### src/hdl/ils_pkg.sv
package ils_pkg;

  typedef enum logic [1:0] {
    PH_IDLE   = 2'd0,
    PH_ZERO   = 2'd1,
    PH_DIGITS = 2'd2
  } phase_t;

  typedef enum logic [1:0] {
    RADIX_DEC = 2'd0,
    RADIX_HEX = 2'd1,
    RADIX_BIN = 2'd2,
    RADIX_OCT = 2'd3
  } radix_t;

  localparam int unsigned ValueWidth = 64;
  localparam int unsigned ProdWidth  = ValueWidth + 4;

  localparam logic [4:0] NOT_DIGIT = 5'd16;

  localparam logic [7:0] CH_0     = 8'h30;
  localparam logic [7:0] CH_9     = 8'h39;
  localparam logic [7:0] CH_LO_A  = 8'h61;
  localparam logic [7:0] CH_LO_F  = 8'h66;
  localparam logic [7:0] CH_UP_A  = 8'h41;
  localparam logic [7:0] CH_UP_F  = 8'h46;
  localparam logic [7:0] CH_LO_X  = 8'h78;
  localparam logic [7:0] CH_UP_X  = 8'h58;
  localparam logic [7:0] CH_LO_B  = 8'h62;
  localparam logic [7:0] CH_UP_B  = 8'h42;

  // digit value 0..15, or NOT_DIGIT for a terminator
  function automatic logic [4:0] digit_value(input logic [7:0] c);
    logic [7:0] t;
    begin
      t = 8'd0;
      if (c >= CH_0 && c <= CH_9) begin
        t = c - CH_0;
      end else if (c >= CH_LO_A && c <= CH_LO_F) begin
        t = c - CH_LO_A + 8'd10;
      end else if (c >= CH_UP_A && c <= CH_UP_F) begin
        t = c - CH_UP_A + 8'd10;
      end else begin
        t = {3'd0, NOT_DIGIT};
      end
      return t[4:0];
    end
  endfunction

endpackage

### src/hdl/ils_if.sv
interface ils_in_if;
  logic       valid;
  logic       ready;
  logic [7:0] ch;
  logic       start_req;

  modport source (output valid, output ch, output start_req, input ready);
  modport sink   (input valid, input ch, input start_req, output ready);
endinterface

interface ils_out_if;
  logic        valid;
  logic        ready;
  logic [63:0] lit_value;
  logic [1:0]  radix;
  logic        digit_error;
  logic        overflow;

  modport source (output valid, output lit_value, output radix, output digit_error,
                  output overflow, input ready);
  modport sink   (input valid, input lit_value, input radix, input digit_error,
                  input overflow, output ready);
endinterface

### src/hdl/integer_literal_scanner_core.sv
// Integer literal scanner: takes one source byte per request and sustains one byte per
// cycle. A byte is first captured in an input register, then the scan state (phase,
// accumulator, radix, flags) is updated by one multiply-by-base (shifts and adds) and a
// finished literal lands in the result register, so a terminating byte passes the input
// register and then the result register before its result is valid. While a result waits
// untaken, the byte in the input register is held and the input stalls; when each result
// is taken at once, bytes flow back to back with no gap.
module integer_literal_scanner_core (
  input  logic clk,
  input  logic rst_n,
  ils_in_if.sink    in_chan,
  ils_out_if.source out_chan
);

  // input register
  logic       in_valid_r;
  logic [7:0] ch_r;
  logic       start_r;

  // scan state
  ils_pkg::phase_t phase_r, phase_nxt;
  logic [63:0]     accum_r, accum_nxt;
  ils_pkg::radix_t radix_r, radix_nxt;
  logic            bad_r, bad_nxt;
  logic            ovf_r, ovf_nxt;

  // result register
  logic            out_valid_r, out_valid_nxt;
  logic [63:0]     out_value_r;
  ils_pkg::radix_t out_radix_r;
  logic            out_bad_r;
  logic            out_ovf_r;

  logic            advance;
  logic            emit;
  logic [4:0]      dig;
  logic            is_digit;
  logic            is_dec;

  // absorb datapath
  logic            do_absorb;
  logic [63:0]     a_acc;
  ils_pkg::radix_t a_rad;
  logic            a_bad;
  logic            a_ovf;
  logic            out_of_range;
  logic [3:0]      dv;
  logic [ils_pkg::ProdWidth-1:0] acc_ext;
  logic [ils_pkg::ProdWidth-1:0] prod;
  logic [ils_pkg::ProdWidth-1:0] sum;

  assign advance       = !out_valid_r || out_chan.ready;
  assign in_chan.ready = !in_valid_r || advance;

  assign dig      = ils_pkg::digit_value(ch_r);
  assign is_digit = (dig != ils_pkg::NOT_DIGIT);
  assign is_dec   = (ch_r >= ils_pkg::CH_0) && (ch_r <= ils_pkg::CH_9);

  // control: which path this byte takes and what feeds the accumulator
  always_comb begin
    phase_nxt = phase_r;
    radix_nxt = radix_r;
    emit      = 1'b0;
    do_absorb = 1'b0;
    a_acc     = accum_r;
    a_rad     = radix_r;
    a_bad     = bad_r;
    a_ovf     = ovf_r;
    if (in_valid_r && advance) begin
      unique case (phase_r)
        ils_pkg::PH_ZERO: begin
          phase_nxt = ils_pkg::PH_DIGITS;
          if (ch_r == ils_pkg::CH_LO_X || ch_r == ils_pkg::CH_UP_X) begin
            radix_nxt = ils_pkg::RADIX_HEX;
          end else if (ch_r == ils_pkg::CH_LO_B || ch_r == ils_pkg::CH_UP_B) begin
            radix_nxt = ils_pkg::RADIX_BIN;
          end else begin
            // the byte after the leading zero is also a digit or the end
            if (is_dec) begin
              radix_nxt = ils_pkg::RADIX_OCT;
              a_rad     = ils_pkg::RADIX_OCT;
            end
            if (is_digit) begin
              do_absorb = 1'b1;
            end else begin
              emit      = 1'b1;
              phase_nxt = ils_pkg::PH_IDLE;
            end
          end
        end
        ils_pkg::PH_DIGITS: begin
          if (is_digit) begin
            do_absorb = 1'b1;
          end else begin
            emit      = 1'b1;
            phase_nxt = ils_pkg::PH_IDLE;
          end
        end
        default: begin
          phase_nxt = ils_pkg::PH_IDLE;
          if (start_r && is_digit) begin
            radix_nxt = ils_pkg::RADIX_DEC;
            a_acc     = '0;
            a_rad     = ils_pkg::RADIX_DEC;
            a_bad     = 1'b0;
            a_ovf     = 1'b0;
            if (ch_r == ils_pkg::CH_0) begin
              phase_nxt = ils_pkg::PH_ZERO;
            end else begin
              phase_nxt = ils_pkg::PH_DIGITS;
              do_absorb = 1'b1;
            end
          end
        end
      endcase
    end
  end

  // value = value * base + digit, overflow when the top bits are set
  always_comb begin
    acc_ext = {4'd0, a_acc};
    unique case (a_rad)
      ils_pkg::RADIX_HEX: begin
        out_of_range = 1'b0;
        prod         = acc_ext << 4;
      end
      ils_pkg::RADIX_BIN: begin
        out_of_range = (dig > 5'd1);
        prod         = acc_ext << 1;
      end
      ils_pkg::RADIX_OCT: begin
        out_of_range = (dig > 5'd7);
        prod         = acc_ext << 3;
      end
      default: begin
        out_of_range = (dig > 5'd9);
        prod         = (acc_ext << 3) + (acc_ext << 1);
      end
    endcase
    dv  = out_of_range ? 4'd0 : dig[3:0];
    sum = prod + {{(ils_pkg::ProdWidth-4){1'b0}}, dv};

    accum_nxt = a_acc;
    bad_nxt   = a_bad;
    ovf_nxt   = a_ovf;
    if (do_absorb && !a_ovf) begin
      bad_nxt = a_bad | out_of_range;
      if (sum[ils_pkg::ProdWidth-1:ils_pkg::ValueWidth] != 4'd0) begin
        ovf_nxt   = 1'b1;
        accum_nxt = '0;
      end else begin
        accum_nxt = sum[ils_pkg::ValueWidth-1:0];
      end
    end
  end

  assign out_valid_nxt = advance ? (in_valid_r && emit) : out_valid_r;

  always_ff @(posedge clk) begin
    if (!rst_n) begin
      in_valid_r  <= 1'b0;
      out_valid_r <= 1'b0;
      phase_r     <= ils_pkg::PH_IDLE;
      accum_r     <= '0;
      radix_r     <= ils_pkg::RADIX_DEC;
      bad_r       <= 1'b0;
      ovf_r       <= 1'b0;
    end else begin
      if (in_chan.ready) begin
        in_valid_r <= in_chan.valid;
      end
      out_valid_r <= out_valid_nxt;
      phase_r     <= phase_nxt;
      accum_r     <= accum_nxt;
      radix_r     <= radix_nxt;
      bad_r       <= bad_nxt;
      ovf_r       <= ovf_nxt;
    end
  end

  always_ff @(posedge clk) begin
    if (in_chan.ready) begin
      ch_r    <= in_chan.ch;
      start_r <= in_chan.start_req;
    end
    if (advance) begin
      out_value_r <= accum_r;
      out_radix_r <= radix_r;
      out_bad_r   <= bad_r;
      out_ovf_r   <= ovf_r;
    end
  end

  assign out_chan.valid       = out_valid_r;
  assign out_chan.lit_value   = out_value_r;
  assign out_chan.radix       = out_radix_r;
  assign out_chan.digit_error = out_bad_r;
  assign out_chan.overflow    = out_ovf_r;

endmodule
### src/flat_wrapper.sv
// flat-port wrapper written by rule: the top's interface ports become plain ports
module integer_literal_scanner_core_flat 
  (clk, rst_n, in_chan_valid, in_chan_ch, in_chan_start_req, in_chan_ready, out_chan_valid, out_chan_lit_value, out_chan_radix, out_chan_digit_error, out_chan_overflow, out_chan_ready);
  ils_in_if in_chan_i ();
  ils_out_if out_chan_i ();
  input  logic clk;
  input  logic rst_n;
  input wire logic [$bits(in_chan_i.valid)-1:0] in_chan_valid;
  input wire logic [$bits(in_chan_i.ch)-1:0] in_chan_ch;
  input wire logic [$bits(in_chan_i.start_req)-1:0] in_chan_start_req;
  output wire logic [$bits(in_chan_i.ready)-1:0] in_chan_ready;
  output wire logic [$bits(out_chan_i.valid)-1:0] out_chan_valid;
  output wire logic [$bits(out_chan_i.lit_value)-1:0] out_chan_lit_value;
  output wire logic [$bits(out_chan_i.radix)-1:0] out_chan_radix;
  output wire logic [$bits(out_chan_i.digit_error)-1:0] out_chan_digit_error;
  output wire logic [$bits(out_chan_i.overflow)-1:0] out_chan_overflow;
  input wire logic [$bits(out_chan_i.ready)-1:0] out_chan_ready;
  assign in_chan_i.valid = in_chan_valid;
  assign in_chan_i.ch = in_chan_ch;
  assign in_chan_i.start_req = in_chan_start_req;
  assign in_chan_ready = in_chan_i.ready;
  assign out_chan_valid = out_chan_i.valid;
  assign out_chan_lit_value = out_chan_i.lit_value;
  assign out_chan_radix = out_chan_i.radix;
  assign out_chan_digit_error = out_chan_i.digit_error;
  assign out_chan_overflow = out_chan_i.overflow;
  assign out_chan_i.ready = out_chan_ready;
  integer_literal_scanner_core u_core (.clk(clk), .rst_n(rst_n), .in_chan(in_chan_i), .out_chan(out_chan_i));
endmodule
### config.mk
export PLATFORM = sky130hd
export DESIGN_NAME = integer_literal_scanner_core_flat
export DESIGN_NICKNAME = d
export VERILOG_FILES = /design/src/hdl/ils_pkg.sv /design/src/hdl/ils_if.sv /design/src/hdl/integer_literal_scanner_core.sv /design/src/flat_wrapper.sv
export SDC_FILE = /design/constraint.sdc
export NUM_CORES = 1
export LEC_CHECK = 0
export ABC_AREA = 1
export ABC_CLOCK_PERIOD_IN_PS = 8600
export BUFFER_PORTS_ARGS = -buffer_cell sky130_fd_sc_hd__buf_2
export CAP_MARGIN = 20
export CORE_MARGIN = 1
export CORE_UTILIZATION = 40
export CTS_CLUSTER_SIZE = 16
export DETAILED_ROUTE_END_ITERATION = 7
export SYNTH_ARGS = -nofsm -noshare
export SYNTH_HDL_FRONTEND = slang
export SYNTH_SLANG_ARGS = --single-unit
### constraint.sdc
create_clock -name clk -period 8.6 [get_ports clk]
set_input_delay 0.86 -clock clk [delete_from_list [all_inputs] [get_ports clk]]
set_output_delay 0.86 -clock clk [all_outputs]
set_load 0.02 [all_outputs]
# == Yosys cells after proc, flatten, opt, wreduce, memory -nomap -nowiden ==
# Index checks and enable logic that the tools add are counted.
# W data, S select, Z words.
# classes
add_sub_neg,7
mul,0
div,0
n_lt_le_gt_ge,9
n_eq_ne,12
shift,0
mux,48
bitwise_logic,2
n_reduce_logical,18
# ops
op,count
$mux W64,5
$pmux W68 S3,1
$add A67 B65 Y68,1
$add A68 B4 Y68,1
$eq A8 B7 Y1 const B,4
$mux W2,13
$mux W1,19
$ge A8 B7 Y1 const B,2
$le A8 B7 Y1 const B,2
$mux W5,3
$pmux W2 S2,3
$add A5 B4 Y5 const B,2
$sub A5 B1 Y5 const B,2
$eq A8 B6 Y1 const B,1
$ge A8 B6 Y1 const B,1
$le A8 B6 Y1 const B,1
$logic_and A1 B1 Y1,7
$eq A2 B2 Y1 const B,3
$gt A5 B1 Y1 const B,1
$gt A5 B3 Y1 const B,1
$gt A5 B4 Y1 const B,1
$ne A5 B5 Y1 const B,1
$sub A5 B5 Y5 const B,1
$eq A2 B1 Y1 const B,2
11 further kinds,18
# word_totals
reg_bits,149
latch_bits,0
mem_bits_rw,0
mem_bits_ro,0
out_inout_bits,70
elab_cells,109
n_memories,0

# == Longest topological paths before layout ==
# depth
word_depth,17
mapped_depth,44
depth_no_buf,42

# == Least setup slack after synthesis ==
# Ideal clock, no wire load.
# synth_timing
path_type,input port to flip-flop
start,input port out_chan_ready
end,register u_core.accum_r[46]
setup_time_ns,0.070
arrival_ns,7.380
required_time_ns,8.530
path_slack_ns,1.149
stages,37
cell_sequence,inv_1 -> nand2_1 -> nand2_1 -> nor2_1 -> nand2_1 -> nand2_2 -> inv_2 -> nand2_2 -> inv_6 -> buf_4 -> clkbuf_1 -> clkbuf_1 -> nand2_1 -> nand3_1 -> nor2_1 -> ha_1 -> inv_1 -> fa_1 -> or2_2 -> nand2_1 -> nand3_1 -> nor2_1 -> nand3_1 -> nor2_4 -> nand3_2 -> nor2_4 -> nand2_2 -> nor2_4 -> nand3_2 -> nor2_4 -> nand3b_2 -> o21ai_2 -> nand2_2 -> nor2_8 -> buf_12 -> nand3_2 -> a21oi_2
# synth_via
elab_chain_len,10
word_cells_on_any_way,19
classes_between,2 x add/sub; 3 x eq/ne; 9 x mux; 5 x reduce/logical
# synth_lines
item,line_no,source
from (decl),flat_wrapper.sv:17,input wire logic [$bits(out_chan_i.ready)-1:0] out_chan_ready;
$logic_or A1 B1 Y1 (*),integer_literal_scanner_core.sv:52,assign advance = !out_valid_r || out_chan.ready;
$logic_and A1 B1 Y1 (*),integer_literal_scanner_core.sv:69,if (in_valid_r && advance) begin
"parallel branches: the longest is 7 deep, another holds $add A67 B65 Y68",n/a,
$mux W64 (*),integer_literal_scanner_core.sv:146,if (do_absorb && !a_ovf) begin
to (signal assigned),integer_literal_scanner_core.sv:174,accum_r <= accum_nxt;
to (decl),integer_literal_scanner_core.sv:22,"logic [63:0] accum_r, accum_nxt;"
# Mark *: on every way between the ends.
# A chain may end at the register's enable or synchronous reset.

# == Final worst setup path ==
# layout_timing
start,register u_core.ch_r[0]
end,register u_core.accum_r[44]
# layout_via
elab_chain_len,17
word_cells_on_any_way,61
classes_between,7 x add/sub; 9 x order compare; 9 x eq/ne; 27 x mux; 9 x reduce/logical
# layout_lines
item,line_no,source
from (decl),integer_literal_scanner_core.sv:17,logic [7:0] ch_r;
from (signal assigned),integer_literal_scanner_core.sv:183,ch_r <= in_chan.ch;
"parallel branches: the longest is 16 deep, another holds $add A67 B65 Y68",n/a,
$mux W64 (*),integer_literal_scanner_core.sv:146,
# Marked as above.

==> flow_metrics.py <==
metrics = {
    "status": {
        "status": "finished clean",
    },
    "floorplan": {
        "floorplan.core_area_um2": 43400,
        "die_x_um": 212,
        "ios": 83,
        "initial_core_util_pct": 40.8,
        "die-area_um2": 45100,
        "die_h_um": 212,
        "rows": 76,
    },
    "power_and_ir_drop": {
        "pwr_density_cell_nw_per_um2": 98.5,
        "power_leakage_nw": 8.71,
        "irDropWorstVdd_mv": 0.134,
    },
    "clocking": {
        "cts_sinks": 149,
        "cts_resized": 0,
        "cts_buffer_depth": 2,
        "hold_buffers": 0,
        "ctsHtreeMaxLevel": 4,
        "numCtsBuffers": 17,
        "clk-insertion-delay-late_ps": 510,
        "cts_tree": "done",
        "ctsRootBufferMaster": "clkbuf_16",
        "path_clk_slew_ps": 70,
        "post-cts-setup-buffers": 0,
    },
    "global_routing": {
        "grt_max_degree": 106,
        "grt_usage_pct": 33.5,
        "grt_pass1_vias": 18481,
        "antenna_found_initial": 0,
        "grt_first_pass_wirelength_um": 111000,
        "grt_overflow": 0,
    },
    "layout": {
        "num_antenna_cells": 0,
        "utilization_pct": 43.9,
        "final_nets": 3029,
        "areaGrowthSynthToFinish_pct": 7.55,
        "fin_cells": 3558,
        "drive_above_1_share_pct": 15.7,
        "n_fill_cell": 4795,
    },
    "yosys": {
        "synthArstFlopShare_pct": 0,
        "synth-edff-count": 77,
        "yosysTopAreaCell": "nand2_1",
        "syn_area_um2": 17700,
        "yosysSeqAreaShare_pct": 21.2,
        "ys_top_cells_by_area": "nand2_1 (18%), edfxtp_1 (13%), inv_1 (8.7%)",
        "synth_commonest_cells": "nand2_1 (864), inv_1 (412), nor2_1 (319)",
        "synth_warnings": 0,
        "synth.net_count": 2988,
        "synth_ff_type": "edfxtp_1",
        "yosys.area.top_type_share_pct": 18.3,
        "syn_area_per_cell_um2": 6.06,
        "ys_ff_latch": 149,
        "ys_types": 62,
        "yosysMostFrequentCell": "nand2_1",
        "syn_inst": 2919,
    },
    "job": {
        "maxCapViolCount": 0,
    },
    "sta": {
        "hold_violations": 0,
        "setup_viol": 0,
        "max_freq_ghz": 0.136,
        "timing.setup.tns_ps": 0,
        "tightest_slew_ps": 1180,
        "rsz0062_at_grt": "no",
        "relSlewSlack_pct": 21.1,
        "fin_hold_ws_ps": 440,
        "finalCriticalPeriod_ps": 7330,
        "slew_violations": 0,
        "period_share_pct": 85.2,
        "finClkSkew_ps": 9.73,
    },
    "route": {
        "drt_iter0_drc": 2182,
        "wire_per_inst_um": 20.9,
        "postRouteAntennaNets": 0,
        "drc": 0,
        "vias": 19847,
        "wirelength_um": 74500,
        "vias_per_cell": 5.58,
        "drt_first_pass_iters": 6,
    },
    "setup_path": {
        "crit_fanout": 35,
        "crit_required_ps": 9030,
        "path_common_cell": "nand2_1",
        "start_kind": "flop",
        "cp_slowest_cell": "nor2_8",
        "crit_arrival_ps": 7760,
        "slowest_delay_ps": 550,
        "critPathKind": "flop to flop",
        "crit_path_end_kind": "flop",
    },
    "placed_design": {
        "placed_cells_incl_taps": 3526,
        "io_buffer_count": 82,
        "dp_hpwl_um": 60600,
        "place.gp.congestion": 0.996,
    },
    "min_path": {
        "worstHoldPathType": "flop to flop",
    },
}
==> kinds of logic (layout without fill, tap and decap cells) <==
| logic type | after synthesis | in the layout | synth area share [%] |
|---|---|---|---|
| flip-flops | 149 | 149 | 21.2 |
| AO/OA/AOI/OAI | 437 | 437 | 15.5 |
| adder cells (fa/ha/maj) | 56 | 56 | 4.00 |
| XOR/XNOR | 24 | 24 | 1.19 |
| AND/OR/NAND/NOR | 1708 | 1708 | 44.8 |
| buffers and inverters | 545 | 599 | 13.2 |
==> routing by layer <==
| metal | vias to the layer above | global-route usage [%] | part of all wire, % |
|---|---|---|---|
| met5 | - | 0 | 0 |
| li1 | 9553 | - | - |
| met1 | 9263 | 46.2 | 45 |
| met3 | 99 | 8.77 | 10 |
| met2 | 932 | 50.5 | 42 |
| met4 | 0 | 10.4 | 2.6 |
==> registers in the layout, indices dropped and copies added, names as in the netlist, 2 cells and up <==
register	count
u_core.out_chan.lit_value	64
u_core.out_chan.radix	2
u_core.radix_r	2
u_core.ch_r	8
u_core.phase_r	2
u_core.accum_r	64
==> layout by cell type, fill, tap and decap left out, types with 4 or more instances in the layout <==
cell,instances
o21bai_1,4
o21ai_2,11
nand3_1,212
a21oi_1,157
o21a_1,6
nand2_1,863
o21ai_0,89
o221ai_1,39
nor3_1,23
a31oi_1,10
xor2_1,16
nor2_2,55
nor2_1,319
edfxtp_1,77
inv_2,48
a21oi_2,62
nand2_2,49
nand3b_1,15
inv_1,412
nand2_4,5
buf_2,82
buf_4,12
nand3_4,5
nor2_4,15
o21ai_1,14
nor4_1,5
xnor2_1,8
clkinv_1,8
a21boi_0,4
nand4_1,50
nand3_2,76
clkinv_2,4
a221oi_1,5
clkbuf_16,19
ha_1,55
o22ai_1,23
dfxtp_1,72
==> where the power goes <==
group | switching [W] | total (W) | internal [W]
clock network | 0.000347 | 0.000787 | 0.000439
registers | 0.00000635 | 0.000754 | 0.000748
logic | 0.000256 | 0.000334 | 0.0000777
total | 0.000610 | 0.00187 | 0.00126
==> metrics by stage <==
stage          total power (W)  instance area [um2]  setup WS, ps
2_1_floorplan          0.00101                17700          1150
3_3_place_gp           0.00109                18400          1550
3_5_place_dp           0.00109                18400          1360
4_1_cts                0.00188                19000          1340
5_1_grt                0.00193                19000           569
6_report               0.00187                19000          1270
==> area by class of cell <==
cell class / instances / area [um2] / share of cell area, %
inverters: 470 / 1770 / 9.31
repair buffers: 97 / 561 / 2.95
flip-flops and latches: 149 / 3750 / 19.7
clock buffers: 22 / 497 / 2.61
well taps: 585 / 732 / 3.85
clock inverters: 10 / 93.8 / 0.493
multi-input cells: 2225 / 11600 / 61.1
==> worst paths after layout <==
path / from / endpoint / slack [ps] / cells after the start
max: u_core.ch_r[0] / u_core.accum_r[44] / 1270 / 42
min: u_core.accum_r[41] / u_core.out_chan.lit_value[41] / 440 / 0
max reg2reg: u_core.ch_r[0] / u_core.accum_r[44] / 1270 / 42
min reg2reg: u_core.accum_r[41] / u_core.out_chan.lit_value[41] / 440 / 0
==> critical path, delay by kind of cell (launching register included) <==
| kind | cells | cell delay, ps |
|---|---|---|
| simple gates | 31 | 4470 |
| buf+inv | 6 | 1200 |
| fa+ha+maj | 3 | 770 |
| flops | 1 | 430 |
| compound gates | 2 | 270 |
No activity file was read; power rests on OpenSTA's default activity.
